`src/hdl/mlp_pkg.sv`:
```
`default_nettype none
package mlp_pkg;

    localparam int ACC_W = 44;
    localparam int PRM_W = 16;
    localparam int ACT_W = 16;
    localparam int PRD_W = PRM_W + ACT_W + 1;

    localparam int CFG_IDX_W = 2;
    localparam int CFG_DATA_W = 11;
    localparam logic [CFG_IDX_W-1:0] CFG_INPUT_COUNT = 2'd0;
    localparam logic [CFG_IDX_W-1:0] CFG_HIDDEN_COUNT = 2'd1;
    localparam logic [CFG_IDX_W-1:0] CFG_OUTPUT_COUNT = 2'd2;

    localparam logic OP_LOAD = 1'b0;
    localparam logic OP_SAMPLE = 1'b1;

    localparam logic signed [ACC_W-1:0] ACC_HI = {1'b0, {(ACC_W-1){1'b1}}};
    localparam logic signed [ACC_W-1:0] ACC_LO = {1'b1, {(ACC_W-1){1'b0}}};
    localparam logic signed [ACC_W-1:0] SIG_RANGE = 44'sd1073741824;
    localparam logic [63:0] EXP_STEP_Q30 = 64'd1040706261;

    typedef logic [255:0][15:0] t_lut;

    typedef struct packed {
        logic load;
        logic act_take;
        logic rd_hid;
        logic rd_out;
        logic rd_ob;
        logic first;
        logic seed;
        logic emit;
    } t_cmd;

    // sigmoid(-8 + (2i+1)/32) in Q1.15, built at elaboration
    function automatic t_lut build_lut();
        t_lut t;
        logic [63:0] p;
        logic [63:0] d;
        logic [63:0] n;
        logic [63:0] q;
        logic [63:0] r;
        int step;
        int k;
        p = 64'd1 << 30;
        step = 0;
        t = '0;
        for (int i = 128; i < 256; i++) begin
            k = 2 * i - 255;
            for (int s = 0; s < 256; s++) begin
                if (step < k) begin
                    p = (p * EXP_STEP_Q30 + (64'd1 << 29)) >> 30;
                    step++;
                end
            end
            d = (64'd1 << 30) + p;
            n = (64'd1 << 45) + (d >> 1);
            q = '0;
            r = '0;
            for (int b = 46; b >= 0; b--) begin
                r = {r[62:0], n[b]};
                if (r >= d) begin
                    r = r - d;
                    q[b] = 1'b1;
                end
            end
            t[i] = q[15:0];
        end
        for (int i = 0; i < 128; i++) begin
            t[i] = 16'd32768 - t[255-i];
        end
        return t;
    endfunction

    localparam t_lut SIG_LUT = build_lut();

    function automatic logic [15:0] sig_lookup(input logic signed [ACC_W-1:0] x);
        logic [ACC_W-1:0] sh;
        logic [7:0] idx;
        sh = x + SIG_RANGE;
        if (x < -SIG_RANGE) begin
            idx = 8'd0;
        end else if (x >= SIG_RANGE) begin
            idx = 8'd255;
        end else begin
            idx = sh[30:23];
        end
        return SIG_LUT[idx];
    endfunction

    function automatic logic signed [ACC_W-1:0] sat_add(
        input logic signed [ACC_W-1:0] a,
        input logic signed [PRD_W-1:0] b
    );
        logic signed [ACC_W:0] s;
        s = {a[ACC_W-1], a} + {{(ACC_W+1-PRD_W){b[PRD_W-1]}}, b};
        if (s > $signed({ACC_HI[ACC_W-1], ACC_HI})) begin
            return ACC_HI;
        end else if (s < $signed({ACC_LO[ACC_W-1], ACC_LO})) begin
            return ACC_LO;
        end
        return s[ACC_W-1:0];
    endfunction

endpackage
`default_nettype wire

```
`src/hdl/mlp_ctrl.sv`:
```
`default_nettype none
module mlp_ctrl #(
    parameter int INPUT_MAX = 1024,
    parameter int HIDDEN_MAX = 64,
    parameter int OUTPUT_MAX = 16,
    parameter int IAW = 10,
    parameter int HAW = 6,
    parameter int OAW = 4,
    parameter int NIW = 11,
    parameter int NHW = 7,
    parameter int NOW = 5
) (
    input  wire logic              i_clk,
    input  wire logic              i_rst_n,
    input  wire logic [NIW-1:0]    i_n_in,
    input  wire logic [NHW-1:0]    i_n_hid,
    input  wire logic [NOW-1:0]    i_n_out,
    input  wire logic              i_in_valid,
    input  wire logic              i_operation,
    output logic                   o_in_ready,
    input  wire logic              i_out_ready,
    output logic                   o_out_valid,
    output logic [3:0]             o_neuron_index,
    output logic                   o_last,
    input  wire logic              i_busy,
    output mlp_pkg::t_cmd          o_cmd,
    output logic [HAW-1:0]         o_h,
    output logic [OAW-1:0]         o_o,
    output logic [IAW-1:0]         o_src
);

    localparam logic [2:0] S_IDLE  = 3'd0;
    localparam logic [2:0] S_HID   = 3'd1;
    localparam logic [2:0] S_HDRN  = 3'd2;
    localparam logic [2:0] S_OBIAS = 3'd3;
    localparam logic [2:0] S_OSEED = 3'd4;
    localparam logic [2:0] S_ODOT  = 3'd5;
    localparam logic [2:0] S_ODRN  = 3'd6;
    localparam logic [2:0] S_OWAIT = 3'd7;

    logic [2:0] r_state, n_state;
    logic [NIW-1:0] r_ecnt, n_ecnt;
    logic [IAW-1:0] r_src, n_src;
    logic [HAW-1:0] r_h, n_h;
    logic [OAW-1:0] r_o, n_o;
    logic r_first, n_first;
    logic r_out_v, n_out_v;
    logic [3:0] r_oidx, n_oidx;
    logic r_olast, n_olast;
    logic h_end, o_end;

    assign h_end = (NHW'(r_h) + NHW'(1)) == i_n_hid;
    assign o_end = (NOW'(r_o) + NOW'(1)) == i_n_out;

    always_comb begin
        n_state = r_state;
        n_ecnt = r_ecnt;
        n_src = r_src;
        n_h = r_h;
        n_o = r_o;
        n_first = r_first;
        n_out_v = r_out_v;
        n_oidx = r_oidx;
        n_olast = r_olast;
        o_cmd = '0;
        o_cmd.first = r_first;
        case (r_state)
            S_IDLE: begin
                if (i_in_valid) begin
                    if (i_operation == mlp_pkg::OP_LOAD) begin
                        o_cmd.load = 1'b1;
                    end else begin
                        o_cmd.act_take = 1'b1;
                        n_first = (r_ecnt == '0);
                        n_src = IAW'(r_ecnt);
                        n_ecnt = r_ecnt + NIW'(1);
                        n_h = '0;
                        n_state = S_HID;
                    end
                end
            end
            S_HID: begin
                o_cmd.rd_hid = 1'b1;
                if (h_end) begin
                    n_h = '0;
                    n_state = S_HDRN;
                end else begin
                    n_h = r_h + HAW'(1);
                end
            end
            S_HDRN: begin
                if (!i_busy) begin
                    if (r_ecnt >= i_n_in) begin
                        n_ecnt = '0;
                        n_o = '0;
                        n_state = S_OBIAS;
                    end else begin
                        n_state = S_IDLE;
                    end
                end
            end
            S_OBIAS: begin
                o_cmd.rd_ob = 1'b1;
                n_state = S_OSEED;
            end
            S_OSEED: begin
                o_cmd.seed = 1'b1;
                n_h = '0;
                n_state = S_ODOT;
            end
            S_ODOT: begin
                o_cmd.rd_out = 1'b1;
                if (h_end) begin
                    n_h = '0;
                    n_state = S_ODRN;
                end else begin
                    n_h = r_h + HAW'(1);
                end
            end
            S_ODRN: begin
                if (!i_busy) begin
                    o_cmd.emit = 1'b1;
                    n_out_v = 1'b1;
                    n_oidx = 4'(r_o);
                    n_olast = o_end;
                    n_state = S_OWAIT;
                end
            end
            S_OWAIT: begin
                if (i_out_ready) begin
                    n_out_v = 1'b0;
                    if (r_olast) begin
                        n_state = S_IDLE;
                    end else begin
                        n_o = r_o + OAW'(1);
                        n_state = S_OBIAS;
                    end
                end
            end
            default: begin
                n_state = S_IDLE;
            end
        endcase
    end

    always_ff @(posedge i_clk) begin
        if (!i_rst_n) begin
            r_state <= S_IDLE;
            r_ecnt <= '0;
            r_out_v <= 1'b0;
            r_h <= '0;
            r_o <= '0;
        end else begin
            r_state <= n_state;
            r_ecnt <= n_ecnt;
            r_out_v <= n_out_v;
            r_h <= n_h;
            r_o <= n_o;
        end
    end

    always_ff @(posedge i_clk) begin
        r_src <= n_src;
        r_first <= n_first;
        r_oidx <= n_oidx;
        r_olast <= n_olast;
    end

    assign o_in_ready = (r_state == S_IDLE);
    assign o_out_valid = r_out_v;
    assign o_neuron_index = r_oidx;
    assign o_last = r_olast;
    assign o_h = r_h;
    assign o_o = r_o;
    assign o_src = r_src;

    a_out_in_wait: assert property (@(posedge i_clk) disable iff (!i_rst_n)
        r_out_v |-> r_state == S_OWAIT)
        else $error("result valid outside wait state");

    a_emit_drained: assert property (@(posedge i_clk) disable iff (!i_rst_n)
        o_cmd.emit |-> !i_busy)
        else $error("result taken before pipeline drained");

    a_last_to_idle: assert property (@(posedge i_clk) disable iff (!i_rst_n)
        (r_out_v && i_out_ready && r_olast) |=> r_state == S_IDLE)
        else $error("no return to idle after last result");

    a_no_accept_busy: assert property (@(posedge i_clk) disable iff (!i_rst_n)
        (r_state == S_HID || r_state == S_ODOT) |-> !o_in_ready)
        else $error("request accepted during a pass");

endmodule
`default_nettype wire

```
`config.mk`:
```
export PLATFORM = sky130hd
export DESIGN_NAME = mlp_ctrl
export DESIGN_NICKNAME = d
export VERILOG_FILES = /design/src/hdl/mlp_pkg.sv /design/src/hdl/mlp_ctrl.sv
export SDC_FILE = /design/constraint.sdc
export NUM_CORES = 1
export LEC_CHECK = 0
export ABC_AREA = 0
export BUFFER_PORTS_ARGS = -buffer_cell sky130_fd_sc_hd__clkbuf_2
export CORE_ASPECT_RATIO = 0.7
export CORE_MARGIN = 1.5
export CORE_UTILIZATION = 40
export DETAILED_ROUTE_END_ITERATION = 10
export MAX_ROUTING_LAYER = met4
export PLACE_DENSITY_LB_ADDON = 0.08
export SLEW_MARGIN = 20
export SYNTH_ARGS = -nofsm -noshare
export SYNTH_HDL_FRONTEND = slang
export SYNTH_SLANG_ARGS = --single-unit
```
`constraint.sdc`:
```
create_clock -name i_clk -period 3.8 [get_ports i_clk]
set_input_delay 0.19 -clock i_clk [delete_from_list [all_inputs] [get_ports i_clk]]
set_output_delay 0.19 -clock i_clk [all_outputs]
set_load 0.01 [all_outputs]
```
==> results by group, run 1 <==
Run status
  – Status: finished clean

Synth
  – Most used DFF post-synth: dfxtp_1
  – Synth warn: 0
  – Synth cell types: 47
  – Cell count after synthesis: 268
  – Mean Syn Cell Area: 9.10 µm²
  – Synthesized flop and latch total: 41
  – Post-synth EDFFs: 16
  – Post-synthesis net count: 312
  – Seq/Total Area, Yosys: 40.2%
  – Async SR Flop Fraction: 0%
  – Synthesized area: 2440 µm²

Die
  – IO Pins: 64
  – Die height: 68.3 µm
  – Starting Density: 42.0%
  – Row count: 23
  – Die width: 96.3 µm
  – Core ar.: 5810 µm²
  – Die footprint: 6580 µm²

Clock network
  – CTS tree: done
  – Clock transition at the registers of the reported paths: 80 ps
  – Post-cts sizing count: 0
  – Max clock buf depth: 2
  – Clk_lat worst skew: 290 ps
  – H-tree depth: 2
  – CTS Hold Buffers Added: 0
  – Postcts setup bufs: 0
  – Clock sink count: 41
  – Root Driver: clkbuf_8
  – CTS buffer count: 5

Routing
  – Antenna Nets Post-Route: 0
  – Routed vias/inst: 5.32
  – Wirelength per Cell: 13.8 µm
  – Total wire length: 5550 µm
  – DR iter-0 viols: 126
  – DRT Pass-1 Iters: 4
  – Post-route DRC: 0
  – DR vias: 2142

Finish
  – Fillers: 585
  – Layout net count: 371
  – Inserted Diodes: 0
  – Share of layout cells above drive strength 1: 23.5%
  – Area Growth Syn to Fin: 17.9%
  – Layout Utilization: 49.5%

Setup path
  – Worst EP arrival: 2740 ps
  – Crit path from: r_ecnt[2]$_SDFFE_PN0P_
  – Crit Path Category: flop to flop
  – CP endpoint kind: flop
  – WP data required: 4000 ps
  – Reg2reg start: r_ecnt[2]$_SDFFE_PN0P_
  – CP startpoint kind: flop
  – Critical Path Fanout Max: 30

Timing
  – Fin Setup TNS: 0 ps
  – Worst Tran Pin Value: 899 ps
  – RSZ-0062 raised after global routing: false
  – Peak Freq: 394 MHz
  – Tcrit/Tclk final: 66.7%
  – Final setup fails: 0
  – Slew Limit Fails: 0
  – Clock skew: 8.42 ps
  – Final Hold Fails: 0
  – Slew margin rel.: 39.6%
  – Final min period: 2540 ps

Placement
  – I/O Buffers: 63
  – GPL Wtd Cong: 0.813
  – Hpwl dp: 4120 µm

GRT
  – Vias in the first global route: 1728
  – Gr ovfl total: 0
  – Largest net degree at the start of global routing: 31
  – Initial antenna violation count: 0
  – GRT Total Usage: 17.4%
  – First-pass GRT wire length: 8450 µm

Power and ir drop
  – Max VDD drop: 0.133 mV
  – P per Cell Area: 298 nW/µm²
  – Leakage: 1.19 nW

Hold path
  – Min-Delay Path Class: primary input to flop
  – Worst Hold Launch: i_rst_n

Run
  – Max cap viols: 0
## cells by family after synthesis
logic type	count (synthesis)	synth area share [%]
muxes	9	3.69
xor gates and xnor gates	12	4.31
buffers and inverters	28	4.92
adders and majority gates	15	7.69
AOI/OAI and AO/OA	60	15.7
and+or+nand+nor	103	23.4
DFF	41	40.2
## state kept, by name, summed over array words and instances (netlist names)
register and flops:
r_ecnt 11, o_src 10, o_h 6, o_neuron_index 4
o_o 4, r_state 3, o_last 1, o_out_valid 1
r_first 1
## placed cells by master (no fill, tap or decap), types with 3 or more instances in the layout
master,count
and3_1,5
nand3_1,24
dfxtp_1,25
ha_1,15
clkbuf_8,5
nor4_1,3
nand2_1,17
and2_1,4
nand3b_1,10
a21oi_1,19
o21ai_0,9
inv_1,16
nand2b_1,6
clkbuf_2,63
mux2i_1,9
edfxtp_1,16
nor2_1,12
xor2_1,4
nor3_1,5
o22ai_1,4
nor2b_1,3
a41oi_1,3
a31oi_1,8
xnor2_1,8
a21o_1,3
nand4_1,3
## per-stage QoR
step | power (mW) | hold WS [ps] | instances | cell area [µm²] | worst slack, ps
after floorplan | 0.551 | 328 | 268 | 2440 | 1610
after global placement | 0.593 | 475 | 395 | 2800 | 1340
after detailed placement | 0.594 | 489 | 395 | 2800 | 1290
after CTS | 0.869 | 229 | 403 | 2880 | 1270
after global routing | 0.904 | 246 | 403 | 2880 | 926
final | 0.857 | 239 | 403 | 2880 | 1260
## final cells by class
cell class	count	area, µm²	area share (%)
Inverter	16	60.1	2.09
Multi-Input combinational cell	199	1340	46.5
Clock inverter	3	12.5	0.435
Sequential cell	41	981	34.1
Tap cell	75	93.8	3.26
Clock buffer	5	68.8	2.39
Timing Repair Buffer	64	323	11.2
## cell usage after synthesis, drive strengths merged (2+ instances only)
master	count	share of area (%)
dfxtp	25	21
nand3	24	4.9
a21oi	19	3.9
nand2	17	2.6
edfxtp	16	20
inv	16	2.5
ha	15	7.7
nor2	14	2.4
nand3b	10	3.1
o21ai	10	2.1
mux2i	9	3.7
a31oi	8	2.1
xnor2	8	2.9
clkbuf	7	1.1
nand2b	6	1.5
and3	5	1.3
buf	5	1.4
nor3	5	1.0
a211oi	4	1.6
and2	4	1.0
nand4	4	1.3
nor4	4	1.3
o22ai	4	1.0
xor2	4	1.4
a21o	3	0.92
a41oi	3	1.1
nor2b	3	0.77
and4	2	0.72
nor3b	2	0.62
o211ai	2	0.62
## worst max-delay path: stages (launching register included)
cell	delay, ps
dfxtp_1	470
ha_1	290
a21o_1	150
a31oi_1	120
or3_1	160
a211o_1	710
nand2_1	260
a311oi_1	260
## path summary, 6_finish.rpt
kind,to,cells after the start,slack [ps]
hold / removal,o_o[0]$_SDFFE_PN0P_,3,240
hold reg to reg,o_src[0]$_DFFE_PP_,0,490
setup reg to reg,o_o[1]$_SDFFE_PN0P_,7,1260
setup / recovery,o_o[1]$_SDFFE_PN0P_,7,1260
## per-layer routing
metal	track usage, %	up-vias	share of wire, %
met3	3.78	2	5.3
met1	26.6	965	55
met4	3.26	0	0.36
met2	23.2	61	39
li1	-	1114	-
met5	-	-	0
## power by group
| part | switching (mW) | internal [mW] |
|---|---|---|
| sequential | 0.0109 | 0.466 |
| clock | 0.150 | 0.124 |
| combinational | 0.0606 | 0.0461 |
Power figures use the tool's default switching activity.
==> inputs of run 2 (changes only) <==
Settings changed: ABC_AREA 0 to 1.
Clock period 3.8 ns to 2.3 ns, I/O delays scaled along.
==> run 2 against run 1 <==
  * Combinational power up 140%
  * Largest power group unchanged
  * Largest cell class unchanged
  * Worst setup slack worse by 990 ps
  * Synthesized area up 4.8%
==> results by group, run 2 <==
Run status
  – Status: finished clean (unchanged)

Synth
  – Cell count after synthesis: 322 (was 268)
  – Count leader, synth: nand2_1 (was dfxtp_1)
  – Post-synth EDFFs: 16 (unchanged)
  – Synthesized flop and latch total: 41 (unchanged)
  – Area leader, netlist: dfxtp_1 (unchanged)
  – Most used DFF post-synth: dfxtp_1 (unchanged)
  – Largest cells by area after synthesis: dfxtp_1, edfxtp_1, nand2_1 (was dfxtp_1, edfxtp_1, ha_1)
  – Async SR Flop Fraction: 0% (unchanged)
  – Post-synthesis net count: 366 (was 312)
  – Synth cell types: 37 (was 47)
  – Synthesized area: 2560 µm² (was 2440 µm²)
  – Synth warn: 0 (unchanged)
  – Most instantiated cells after synthesis: nand2_1, inv_1, nor2_1 (was dfxtp_1, nand3_1, a21oi_1)
  – Mean Syn Cell Area: 7.94 µm² (was 9.10 µm²)
  – Seq/Total Area, Yosys: 38.4% (was 40.2%)
  – Top cell type's share of synthesized area: 19.6% (was 20.5%)

Hold path
  – Min-Delay Path Class: primary input to flop (unchanged)

Placement
  – GPL Wtd Cong: 0.951 (was 0.813)
  – Hpwl dp: 4700 µm (was 4120 µm)
  – Placed Area: 3000 µm² (was 2800 µm²)
  – I/O Buffers: 63 (unchanged)

Timing
  – RSZ-0062 raised after global routing: false (unchanged)
  – Final min period: 2030 ps (was 2540 ps)
  – Final Hold Fails: 0 (unchanged)
  – Slew Limit Fails: 0 (unchanged)
  – Hold slack: 105 ps (was 239 ps)
  – Final setup fails: 0 (unchanged)
  – Clock skew: 6.92 ps (was 8.42 ps)
  – Slew margin rel.: 63.9% (was 39.6%)
  – Fin Setup TNS: 0 ps (unchanged)
  – Worst Tran Pin Value: 540 ps (was 899 ps)
  – Tcrit/Tclk final: 88.1% (was 66.7%)
  – Peak Freq: 493 MHz (was 394 MHz)

Clock network
  – Max clock buf depth: 2 (unchanged)
  – Clock sink count: 41 (unchanged)
  – Clk_lat worst skew: 300 ps (was 290 ps)
  – Post-cts sizing count: 0 (unchanged)
  – CTS tree: done (unchanged)
  – H-tree depth: 2 (unchanged)
  – Postcts setup bufs: 0 (unchanged)
  – CTS Hold Buffers Added: 0 (unchanged)
  – Root Driver: clkbuf_8 (unchanged)
  – Clock transition at the registers of the reported paths: 80 ps (about the same)
  – CTS buffer count: 5 (unchanged)

Setup path
  – WP data required: 2500 ps (was 4000 ps)
  – Crit Path Category: flop to flop (unchanged)
  – CP endpoint kind: flop (unchanged)
  – Critical Path Fanout Max: 12 (was 30)
  – Worst EP arrival: 2230 ps (was 2740 ps)
  – CP startpoint kind: flop (unchanged)

Finish
  – Inserted Diodes: 0 (unchanged)
  – Commonest non-fill, non-tap cell in the layout: clkbuf_2 (unchanged)
  – Most frequent cells in the layout: clkbuf_2, nand2_1, inv_1 (was clkbuf_2, dfxtp_1, nand3_1)
  – Layout net count: 441 (was 371)
  – Largest register by flop count: r_ecnt (unchanged)
  – Max reg flops: 11 (unchanged)
  – Share of layout cells above drive strength 1: 31.2% (was 23.5%)
  – Cell area after layout: 3140 µm² (was 2880 µm²)
  – Layout Utilization: 50.7% (was 49.5%)
  – Area Growth Syn to Fin: 22.7% (was 17.9%)

GRT
  – First-pass GRT wire length: 10200 µm (was 8450 µm)
  – Met1 global-route usage: 30.1% (was 26.6%)
  – Met2 usage in global routing: 25.0% (was 23.2%)
  – Met3 Use GR: 3.90% (was 3.78%)
  – GRT Total Usage: 19.3% (was 17.4%)
  – Gr ovfl total: 0 (unchanged)
  – Largest net degree at the start of global routing: 14 (was 31)
  – Vias in the first global route: 2109 (was 1728)
  – Initial antenna violation count: 0 (unchanged)
  – Gr busiest metal: met1 (unchanged)

Routing
  – Antenna Nets Post-Route: 0 (unchanged)
  – Post-route DRC: 0 (unchanged)
  – DR iter-0 viols: 185 (was 126)
  – Wirelength per Cell: 12.4 µm (was 13.8 µm)
  – DR vias: 2300 (was 2142)
  – Routed vias/inst: 4.83 (was 5.32)
  – DRT Pass-1 Iters: 4 (unchanged)
  – Total wire length: 5900 µm (was 5550 µm)

Die
  – Die height: 69.9 µm (was 68.3 µm)
  – Die footprint: 6890 µm² (was 6580 µm²)
  – Starting Density: 41.3% (was 42.0%)
  – Row count: 24 (was 23)
  – IO Pins: 64 (unchanged)
  – Die width: 98.5 µm (was 96.3 µm)
  – Core ar.: 6190 µm² (was 5810 µm²)

Power and ir drop
  – P per Cell Area: 553 nW/µm² (was 298 nW/µm²)
  – Max VDD drop: 0.398 mV (was 0.133 mV)
  – Leakage: 1.46 nW (was 1.19 nW)

Run
  – Max cap viols: 0 (unchanged)
==> run 2: cell count changes after synthesis, moves of 8 or more <==
cell and delta:
inv_1 +24, a21oi_2 +8, mux2i_1 -9, nand3b_1 -9
nand2_2 +11, nand2_1 +41, nor2_1 +19
==> run 2: metal layers <==
metal / share of wire [%] / vias up / routed length (µm)
met5: 0 / - / 0
met4: 0.71 / 0 / 42
met3: 6.8 / 5 / 399
met2: 38 / 79 / 2240
met1: 55 / 1005 / 3230
li1: - / 1211 / -
==> run 2: kinds of logic (layout without fill, tap and decap cells) <==
logic type                 after synthesis  after routing  synth area share (%)
DFF                                     41             41                  38.4
adders and majority gates               15             15                  7.34
buffers and inverters                   51            127                  8.27
xor gates and xnor gates                14             14                  5.34
AOI/OAI and AO/OA                       39             39                  10.0
and+or+nand+nor                        162            162                  30.6
==> run 2: worst paths after layout <==
| path | slack (ps) | cells after the start | from | endpoint |
|---|---|---|---|---|
| min | 100 | 3 | i_rst_n | r_ecnt[1]$_SDFFE_PN0P_ |
| min reg2reg | 510 | 2 | o_h[4]$_SDFFE_PN0P_ | o_h[4]$_SDFFE_PN0P_ |
| max reg2reg | 270 | 11 | r_ecnt[6]$_SDFFE_PN0P_ | r_ecnt[4]$_SDFFE_PN0P_ |
| max | 270 | 11 | r_ecnt[6]$_SDFFE_PN0P_ | r_ecnt[4]$_SDFFE_PN0P_ |
==> run 2: layout make-up <==
class | instances | area [µm²]
fill | 631 | 3050
multi-input combinational | 230 | 1360
sequential | 41 | 981
timing repair buffer | 72 | 383
inverter | 47 | 176
tap | 78 | 97.6
clock buffer | 5 | 68.8
clock inverter | 3 | 65.1
==> run 2: worst max-delay path: stages, from the launching register on <==
cell     delay, ps
dfxtp_1        490
ha_1           300
a21oi_1        130
o21ai_0         80
nand2_1         60
nand2_1         90
o21ai_4        300
nand2_4        200
nand2_1        120
nand2_1         50
nand2_1         50
nor2_1          40
==> run 2: power by group <==
part / internal, mW / switching (mW) / total (mW)
logic: 0.0958 / 0.159 / 0.255
clock network: 0.431 / 0.256 / 0.687
registers: 0.776 / 0.0159 / 0.792
total: 1.30 / 0.430 / 1.73
==> run 2: stage by stage <==
stage          cells  setup slack [ps]  total power, mW
6_report         476               273             1.73
4_1_cts          476               292             1.75
5_1_grt          476              83.6             1.82
3_5_place_dp     468               304             1.07
3_3_place_gp     468               343             1.06
2_1_floorplan    322               466            0.974
==> inputs of run 3 (changes only) <==
Clock period 2.3 ns to 1.75 ns, I/O delays scaled along.
==> run 3 against run 2 <==
  * Final area increased by 11%
  * Sequential power increased by 31%
  * Total power increased by 18%
  * Maximum frequency increased by 18%
  * Non-clock buffer count increased by 25
  * Clock skew increased by 2.4 ps
  * First-iteration DRC count decreased by 44%
  * Critical endpoint is now r_ecnt[7]$_SDFFE_PN0P_
  * Highest routed layer unchanged
==> results by group, run 3 (synthesis results as in run 2) <==
Setup path
  – Worst EP arrival: 1900 ps (was 2230 ps)
  – CP max-delay cell: dfxtp_1 (unchanged)
  – Crit path from: r_ecnt[0]$_SDFFE_PN0P_ (was r_ecnt[6]$_SDFFE_PN0P_)
  – CP endpoint kind: flop (unchanged)
  – CP Cell Sequence: inv_1, ha_1, nand2_1, nor3_1, nand2_1, nand2_2, o21ai_4, nand2_4, buf_6, nand2_2, a21oi_2 (was ha_1, a21oi_1, o21ai_0, nand2_1, nand2_1, o21ai_4, nand2_4, nand2_1, nand2_1, nand2_1, nor2_1)
  – WP data required: 1930 ps (was 2500 ps)
  – Reg2reg path depth: 11 (unchanged)
  – Crit Path Category: flop to flop (unchanged)
  – Reg2reg end: r_ecnt[7]$_SDFFE_PN0P_ (was r_ecnt[4]$_SDFFE_PN0P_)
  – CP startpoint kind: flop (unchanged)
  – Worst Path Buf+Inv: 2 (was 0)
  – Critical path's top delay family: simple AND/OR/NAND/NOR gates (unchanged)
  – Flop-to-flop setup slack: 40 ps (was 270 ps)
  – Critical Path Fanout Max: 7 (was 12)
  – Crit path largest cell delay: 340 ps (was 490 ps)
  – Reg2reg start: r_ecnt[0]$_SDFFE_PN0P_ (was r_ecnt[6]$_SDFFE_PN0P_)

Finish
  – Area Growth Syn to Fin: 36.3% (was 22.7%)
  – Fillers: 605 (was 631)
  – Commonest non-fill, non-tap cell in the layout: clkbuf_2 (unchanged)
  – Most frequent cells in the layout: clkbuf_2, nand2_1, inv_1 (unchanged)
  – Largest register by flop count: r_ecnt (unchanged)
  – Max reg flops: 11 (unchanged)
  – Inserted Diodes: 0 (unchanged)
  – Share of layout cells above drive strength 1: 42.8% (was 31.2%)
  – Layout net count: 466 (was 441)
  – Final Non-Filler Cells: 501 (was 476)

Routing
  – Antenna Nets Post-Route: 0 (unchanged)
  – DR vias: 2386 (was 2300)
  – Post-route DRC: 0 (unchanged)
  – DR iter-0 viols: 104 (was 185)
  – Routed vias/inst: 4.76 (was 4.83)
  – DRT Pass-1 Iters: 4 (unchanged)
  – Total wire length: 6590 µm (was 5900 µm)
  – Wirelength per Cell: 13.1 µm (was 12.4 µm)

Clock network
  – Root Driver: clkbuf_8 (unchanged)
  – H-tree depth: 2 (unchanged)
  – CTS Hold Buffers Added: 0 (unchanged)
  – Max clock buf depth: 2 (unchanged)
  – Clk_lat worst skew: 290 ps (was 300 ps)
  – CTS tree: done (unchanged)
  – CTS buffer count: 5 (unchanged)
  – Clock transition at the registers of the reported paths: 80 ps (about the same)
  – Clock sink count: 41 (unchanged)

Timing
  – Final setup fails: 0 (unchanged)
  – Final Hold Fails: 0 (unchanged)
  – Fin Setup TNS: 0 ps (unchanged)
  – Clock skew: 9.34 ps (was 6.92 ps)
  – RSZ-0062 raised after global routing: true (was false)
  – Peak Freq: 584 MHz (was 493 MHz)
  – Slew Limit Fails: 0 (unchanged)
  – Worst Tran Pin Value: 497 ps (was 540 ps)
  – Tcrit/Tclk final: 97.9% (was 88.1%)
  – Final min period: 1710 ps (was 2030 ps)
  – Slew margin rel.: 66.8% (was 63.9%)

Die
  – Die width: 98.5 µm (unchanged)
  – Die height: 69.9 µm (unchanged)
  – Starting Density: 41.3% (unchanged)
  – Die footprint: 6890 µm² (unchanged)
  – Row count: 24 (unchanged)
  – Core ar.: 6190 µm² (unchanged)
  – IO Pins: 64 (unchanged)

Power and ir drop
  – Sw Pwr: 584 µW (was 430 µW)
  – Sw Share: 28.5% (was 24.8%)
  – Register share of total power: 50.7% (was 45.7%)
  – P per Cell Area: 588 nW/µm² (was 553 nW/µm²)
  – Logic pwr share: 20.1% (was 14.7%)
  – Max VDD drop: 0.401 mV (was 0.398 mV)
  – Pint: 1.46 mW (was 1.30 mW)
  – Leakage: 1.59 nW (was 1.46 nW)
  – Clock share of power: 29.1% (was 39.6%)

Placement
  – I/O Buffers: 63 (unchanged)
  – Dpl cells: 485 (was 468)
  – GPL Wtd Cong: 0.892 (was 0.951)
  – Hpwl dp: 4990 µm (was 4700 µm)

Hold path
  – Worst Hold Launch: i_rst_n (unchanged)
  – Min-Delay Endpoint: r_ecnt[1]$_SDFFE_PN0P_ (unchanged)
  – Min-Delay Path Class: primary input to flop (unchanged)
  – Hold path depth: 3 (unchanged)

Run status
  – Status: finished clean (unchanged)

GRT
  – First-pass GRT wire length: 10800 µm (was 10200 µm)
  – GRT Total Usage: 20.1% (was 19.3%)
  – Initial antenna violation count: 0 (unchanged)
  – Gr ovfl total: 0 (unchanged)
  – Vias in the first global route: 2207 (was 2109)
  – Largest net degree at the start of global routing: 15 (was 14)

Run
  – Max cap viols: 0 (unchanged)
==> run 3: changes by cell type in the layout (fill, tap and decap cells not counted), sizes merged <==
cell    previous run  this run
clkinv             1         3
buf                9        34
bufinv             2         0
==> run 3: cell type report <==
type | instances | area (µm²) | area share, %
well taps | 78 | 97.6 | 2.80
flip-flops and latches | 41 | 995 | 28.6
inverters | 47 | 176 | 5.06
clock buffers | 5 | 68.8 | 1.98
multi-input cells | 230 | 1560 | 44.6
clock inverters | 3 | 12.5 | 0.359
repair buffers | 97 | 578 | 16.6
==> run 3: power by group through the flow <==
stage / clock network [mW] / registers, mW / logic, mW
floorplan: 0 / 1.07 / 0.209
global placement: 0 / 1.06 / 0.355
detailed placement: 0 / 1.06 / 0.359
CTS: 0.619 / 1.04 / 0.372
global route: 0.662 / 1.04 / 0.456
finish: 0.597 / 1.04 / 0.413
==> run 3: metal layers <==
layer / vias up / wire, µm / track usage, % / part of all wire [%]
li1: 1258 / - / - / -
met1: 1052 / 3550 / 31.8 / 54
met2: 72 / 2630 / 26.6 / 40
met3: 4 / 375 / 4.10 / 5.7
met4: 0 / 30 / 2.82 / 0.46
met5: - / 0 / - / 0
==> run 3: worst max-delay path by stage <==
stage	end	slack, ps	cells past startpoint
final	r_ecnt[7]$_SDFFE_PN0P_	40	11
after global routing	r_ecnt[2]$_SDFFE_PN0P_	-60	10
after CTS	r_ecnt[8]$_SDFFE_PN0P_	10	10
after detailed placement	r_ecnt[2]$_SDFFE_PN0P_	-20	10
after global placement	r_ecnt[4]$_SDFFE_PN0P_	30	10
after floorplan	r_ecnt[5]$_SDFFE_PN0P_	-60	11
==> run 3: timing repair <==
item / in CTS / in global routing
setup endpoints to repair: 5 / 24
buffers inserted: 2 / 6
cloned: 0 / 0
pin swaps: 6 / 5
resized for setup: 11 / 35
==> run 3: worst reg2reg max path, stage by stage (launching register included) <==
cell     delay, ps
dfxtp_1        340
inv_1           70
ha_1           270
nand2_1         60
nor3_1          40
nand2_1         60
nand2_2         70
o21ai_4        270
nand2_4        140
buf_6          170
nand2_2         60
a21oi_2         50
==> run 3: stage by stage <==
stage	instance area (µm²)	utilization, %	hold WS (ps)	total power, mW	setup WS, ps
5_1_grt	3480	56.3	102	2.16	-57.8
3_5_place_dp	3130	50.6	383	1.42	-22.2
4_1_cts	3280	53.1	77.9	2.03	12.6
6_report	3480	56.3	77.2	2.05	36.8
2_1_floorplan	2560	-	204	1.28	-55.3
3_3_place_gp	3130	50.6	388	1.41	34.9
